===== src/design/vdu_pkg.sv =====
// Shared types and constants of the vector distance unit.
// No dependencies; vdu_accum, vdu_alu and the top level import this package.
package vdu_pkg;

   localparam int MAX_LEN = 1024;
   localparam int CNT_W   = $clog2(MAX_LEN + 1);

   localparam int SX_W  = 27;
   localparam int SXY_W = 42;
   localparam int SXX_W = 41;
   localparam int SDD_W = 43;
   localparam int SAD_W = 27;

   localparam int WIDE_W = 128;
   localparam int HALF_W = 64;
   localparam int Q_W    = 42;

   localparam logic [Q_W-1:0] RATIO_CAP = Q_W'(1) << 40;

   localparam logic [2:0] MODE_EUCLID     = 3'd0;
   localparam logic [2:0] MODE_COSINE     = 3'd1;
   localparam logic [2:0] MODE_PEARSON    = 3'd2;
   localparam logic [2:0] MODE_UNCENTRED  = 3'd3;
   localparam logic [2:0] MODE_SQ_PEARSON = 3'd4;
   localparam logic [2:0] MODE_MEAN_DOT   = 3'd5;
   localparam logic [2:0] MODE_COVAR      = 3'd6;
   localparam logic [2:0] MODE_MANHATTAN  = 3'd7;

   localparam logic REG_MODE = 1'b0;
   localparam logic REG_EPS  = 1'b1;

   typedef enum logic [2:0] {
      OP_MUL  = 3'd0,
      OP_SQRT = 3'd1,
      OP_DIV  = 3'd2,
      OP_DIV0 = 3'd3,
      OP_ADD  = 3'd4,
      OP_SUB  = 3'd5
   } alu_op_type;

   typedef enum logic [4:0] {
      SRC_ZERO, SRC_N, SRC_NM1, SRC_SX, SRC_SY, SRC_SXY, SRC_SXX, SRC_SYY,
      SRC_SDD16, SRC_SABD8, SRC_E, SRC_E16, SRC_MAGSXY, SRC_MAGRR,
      SRC_CX, SRC_CY, SRC_TMP, SRC_DEN
   } src_type;

   typedef enum logic [2:0] {
      DST_TMP, DST_DEN, DST_RR, DST_CX, DST_CY, DST_Q
   } dst_type;

   typedef struct packed {
      alu_op_type op;
      src_type    sa;
      src_type    sb;
      dst_type    dst;
      logic       last;
   } uop_type;

   typedef struct packed {
      logic              start;
      alu_op_type        op;
      logic [WIDE_W-1:0] a;
      logic [WIDE_W-1:0] b;
   } alu_req_type;

   typedef struct packed {
      logic              done;
      logic [WIDE_W-1:0] result;
   } alu_rsp_type;

   typedef struct packed {
      logic        [CNT_W-1:0] count;
      logic signed [SX_W-1:0]  sx;
      logic signed [SX_W-1:0]  sy;
      logic signed [SXY_W-1:0] sxy;
      logic        [SXX_W-1:0] sxx;
      logic        [SXX_W-1:0] syy;
      logic        [SDD_W-1:0] sdd;
      logic        [SAD_W-1:0] sad;
   } sums_type;

endpackage


===== src/design/vdu_accum.sv =====
// Running sums of the element pairs, built with one shared 17x17 multiplier.
// Depends on vdu_pkg.
module vdu_accum (
   input  logic               clock,
   input  logic               reset,
   input  logic               start,
   input  logic signed [15:0] x_elem,
   input  logic signed [15:0] y_elem,
   input  logic               last_elem,
   input  logic               clear,
   output logic               busy,
   output logic               vec_done,
   output vdu_pkg::sums_type  sums
);
   import vdu_pkg::*;

   typedef enum logic [4:0] {
      A_IDLE = 5'b00001,
      A_XY   = 5'b00010,
      A_XX   = 5'b00100,
      A_YY   = 5'b01000,
      A_DD   = 5'b10000
   } acc_state_type;

   acc_state_type      state_ff, state_in;
   logic signed [15:0] x_ff, y_ff;
   logic               last_ff, en_ff;
   sums_type           sums_ff, sums_in;

   logic signed [16:0] diff, ma, mb;
   logic signed [33:0] prod;
   logic        [16:0] abs_diff;

   assign diff     = 17'(x_ff) - 17'(y_ff);
   assign abs_diff = diff[16] ? 17'(-diff) : 17'(diff);

   always_comb begin
      unique case (state_ff)
         A_XY: begin
            ma = 17'(x_ff);
            mb = 17'(y_ff);
         end
         A_XX: begin
            ma = 17'(x_ff);
            mb = 17'(x_ff);
         end
         A_YY: begin
            ma = 17'(y_ff);
            mb = 17'(y_ff);
         end
         default: begin
            ma = diff;
            mb = diff;
         end
      endcase
   end

   assign prod = ma * mb;

   always_comb begin
      state_in = state_ff;
      sums_in  = sums_ff;
      unique case (state_ff)
         A_IDLE: if (start) state_in = A_XY;
         A_XY: begin
            state_in = A_XX;
            if (en_ff) begin
               sums_in.sxy   = sums_ff.sxy + SXY_W'(prod);
               sums_in.sx    = sums_ff.sx + SX_W'(x_ff);
               sums_in.sy    = sums_ff.sy + SX_W'(y_ff);
               sums_in.sad   = sums_ff.sad + SAD_W'(abs_diff);
               sums_in.count = sums_ff.count + CNT_W'(1);
            end
         end
         A_XX: begin
            state_in = A_YY;
            if (en_ff) sums_in.sxx = sums_ff.sxx + SXX_W'(prod);
         end
         A_YY: begin
            state_in = A_DD;
            if (en_ff) sums_in.syy = sums_ff.syy + SXX_W'(prod);
         end
         A_DD: begin
            state_in = A_IDLE;
            if (en_ff) sums_in.sdd = sums_ff.sdd + SDD_W'(prod);
         end
      endcase
      if (clear) sums_in = '0;
   end

   always_ff @(posedge clock) begin
      if (reset) begin
         state_ff <= A_IDLE;
         sums_ff  <= '0;
      end else begin
         state_ff <= state_in;
         sums_ff  <= sums_in;
      end
      if (start && state_ff == A_IDLE) begin
         x_ff    <= x_elem;
         y_ff    <= y_elem;
         last_ff <= last_elem;
         // drop pairs beyond the maximum length
         en_ff   <= (sums_ff.count < CNT_W'(MAX_LEN));
      end
   end

   assign busy     = (state_ff != A_IDLE);
   assign vec_done = (state_ff == A_DD) && last_ff;
   assign sums     = sums_ff;

endmodule


===== config.mk =====
export PLATFORM = sky130hd
export DESIGN_NAME = vdu_accum
export DESIGN_NICKNAME = d
export VERILOG_FILES = /design/src/design/vdu_pkg.sv /design/src/design/vdu_accum.sv
export SDC_FILE = /design/constraint.sdc
export NUM_CORES = 2
export LEC_CHECK = 0
export BUFFER_PORTS_ARGS = -buffer_cell sky130_fd_sc_hd__clkbuf_2
export CAP_MARGIN = 20
export CELL_PAD_IN_SITES_DETAIL_PLACEMENT = 2
export CELL_PAD_IN_SITES_GLOBAL_PLACEMENT = 2
export CORE_MARGIN = 2
export CORE_UTILIZATION = 35
export CTS_CLUSTER_SIZE = 20
export DETAILED_ROUTE_END_ITERATION = 6
export PLACE_DENSITY_LB_ADDON = 0.1
export SLEW_MARGIN = 20
export SYNTH_ARGS = -nofsm -noshare
export SYNTH_HDL_FRONTEND = slang
export SYNTH_SLANG_ARGS = --single-unit

===== constraint.sdc =====
create_clock -name clock -period 24.9 [get_ports clock]
set_input_delay 2.49 -clock clock [delete_from_list [all_inputs] [get_ports clock]]
set_output_delay 2.49 -clock clock [all_outputs]
set_load 0.02 [all_outputs]

==> impl_metrics.json <==
{
  "wl_per_cell_um": 23.4,
  "startpoint_type": "flip-flop",
  "final_common_cell": "nand2_1",
  "wl_um": 133000,
  "ioPinCount": 298,
  "drv_cap": 0,
  "fmax_ghz": 0.0796,
  "core_area_um2": 95300,
  "drc": 0,
  "drive_gt1_share_pct": 11.7,
  "synth_edf_count": 34,
  "first_pass_iters": 5,
  "cp_data_arrival_time_ns": 13.02,
  "grt_pass1_vias": 33869,
  "grt_pass1_wl_um": 206000,
  "clockBufferDepth": 3,
  "die_area_um2": 99100,
  "vias": 30963,
  "period_needed_ns": 12.56,
  "finalSetupTns_ns": 0,
  "final_nets": 5069,
  "setup_viol": 0,
  "cts_tree": "yes",
  "worst_path_most_repeated_cell": "fa_1",
  "nFillCells": 11009,
  "cts_resized": 0,
  "cp-end-kind": "flip-flop",
  "finClkSkew_ns": 0.0345,
  "crit_type": "reg2reg",
  "yosysWarnings": 0,
  "syn_nets": 4816,
  "viasPerCell": 5.45,
  "io_buffers": 297,
  "finalHoldViolCount": 0,
  "slowest_stage": "fa_1",
  "dp_hpwl_um": 105000,
  "timing_worst_slew_pin_value_ns": 1.16,
  "required_ns": 25.37,
  "maxSlewViolCount": 0,
  "ff_latch_area_um2": 6310,
  "syn_inst": 4122,
  "drt_iter0_drc": 1259,
  "rsz0062_at_grt": "false",
  "clk_pin_slew_worst_paths_ns": 0.06,
  "cts_sinks": 298,
  "synth_cell_type_count": 98,
  "dieWidth_um": 315,
  "min_path_type": "reg2reg",
  "critPathMaxStageDelay_ns": 0.75,
  "critPathMaxFanout": 10,
  "h-tree-depth": 2,
  "synthArstFlopShare_pct": 0,
  "antenna_found_initial": 1,
  "yosysSeqAreaShare_pct": 18.7,
  "synth.avg_cell_area_um2": 8.20,
  "fin_crit_sh_pct": 50.4,
  "initial_core_util_pct": 35.5,
  "clk_latency_ns": 0.61,
  "ant_nets": 0,
  "root_buffer": "clkbuf_16",
  "routabilityCongestion": 0.876,
  "status": "complete, no violations",
  "grt_max_degree": 179,
  "syn_area_um2": 33800,
  "ys.flop_type": "dfxtp_1",
  "synth-seq-cells": 298,
  "multiInputGateArea_um2": 25600,
  "numCtsBuffers": 43,
  "globalRouteOverflowTotal": 0,
  "die_h_um": 315,
  "final_cell_mix": "nand2_1 (591), a21oi_1 (423), inv_1 (384)",
  "row_count": 113,
  "areaGrowthSynthToFinish_pct": 13.5,
  "maxSlewHeadroom_pct": 22.2,
  "cts-hold-fix-buffers": 0,
  "grt_usage_pct": 27.0,
  "cts_setup_buffers": 0
}
[cell usage after synthesis, drive strengths merged (32+ instances only)]
| library cell | number | share of area [%] |
|---|---|---|
| edfxtp | 34 | 3.0 |
| or3 | 36 | 0.67 |
| nor2 | 351 | 3.9 |
| fa | 304 | 18 |
| o21bai | 42 | 0.94 |
| a21oi | 426 | 6.3 |
| and3 | 38 | 0.70 |
| nor3 | 57 | 0.86 |
| dfxtp | 264 | 16 |
| and2 | 35 | 0.65 |
| xor2 | 70 | 1.8 |
| nand4 | 42 | 0.78 |
| a211oi | 41 | 0.97 |
| nand2 | 594 | 6.6 |
| xnor2 | 194 | 5.1 |
| clkbuf | 126 | 1.4 |
| inv | 384 | 4.3 |
| nand3 | 69 | 1.0 |
| a21o | 147 | 3.3 |
| nor2b | 37 | 0.68 |
| o21ai | 137 | 2.1 |
| ha | 353 | 13 |
| a31oi | 32 | 0.67 |
[cell type report]
type,count,area share (%)
multi-input cells,3290,66.7
diodes,2,0.0131
clock inverters,21,0.689
clock buffers,59,3.20
well taps,1265,4.13
flip-flops and latches,298,16.4
inverters,384,3.76
repair buffers,358,5.10
[registers in the layout, summed over array words and instances, names as in the netlist]
signal    count
en_ff         1
last_ff       1
state_ff      5
sums        259
x_ff         16
y_ff         16
[stage by stage]
stage | utilization (%) | instances | setup WS [ns] | hold slack (ns) | area [um^2]
global placement | 38.6 | 5592 | 12.57 | 0.462 | 36800
floorplan | - | 4122 | 14.38 | 0.546 | 33800
finish | 40.2 | 5677 | 12.34 | 0.474 | 38300
global route | 40.2 | 5675 | 11.48 | 0.507 | 38300
detailed placement | 38.7 | 5595 | 12.39 | 0.471 | 36800
CTS | 40.2 | 5675 | 12.30 | 0.480 | 38300
[logic make-up (layout without fill, tap and decap cells)]
family	after synthesis	after routing	share of synthesized area, %
XOR/XNOR	264	264	6.90
multiplexers	8	8	0.237
other	0	2	0
AND/OR/NAND/NOR	1351	1351	17.8
adder cells (fa/ha/maj)	657	657	31.1
AO/OA/AOI/OAI	1010	1010	19.4
flip-flops	298	298	18.7
buffers and inverters	534	822	5.98
[worst max-delay path, delay by kind of cell, from the launching register on]
family                   cells  cell delay, ns
AO/OA/AOI/OAI               22            4.94
adder cells (fa/ha/maj)     10            4.60
AND/OR/NAND/NOR              9            1.47
buffers and inverters        6            0.64
flip-flops                   1            0.46
XOR/XNOR                     1            0.15
multiplexers                 1            0.14
[path summary, 6_finish.rpt]
check | startpoint | endpoint | slack, ns | cells past startpoint
max | x_ff[0] | sums[192] | 12.34 | 49
min | sums[216] | sums[216] | 0.47 | 2
max reg2reg | x_ff[0] | sums[192] | 12.34 | 49
min reg2reg | sums[216] | sums[216] | 0.47 | 2
[per-layer routing]
metal | global-route usage (%) | part of all wire [%] | up-vias | routed length, um
met4 | 8.17 | 3.2 | 2 | 4270
met1 | 34.6 | 44 | 15781 | 58900
met3 | 4.33 | 4.1 | 158 | 5500
met2 | 46.4 | 48 | 479 | 64100
li1 | - | - | 14543 | -
met5 | 0 | 0.0053 | - | 7
Power is not shown: default switching activity piles up to over one toggle a cycle in this logic, so the estimate is an artifact.
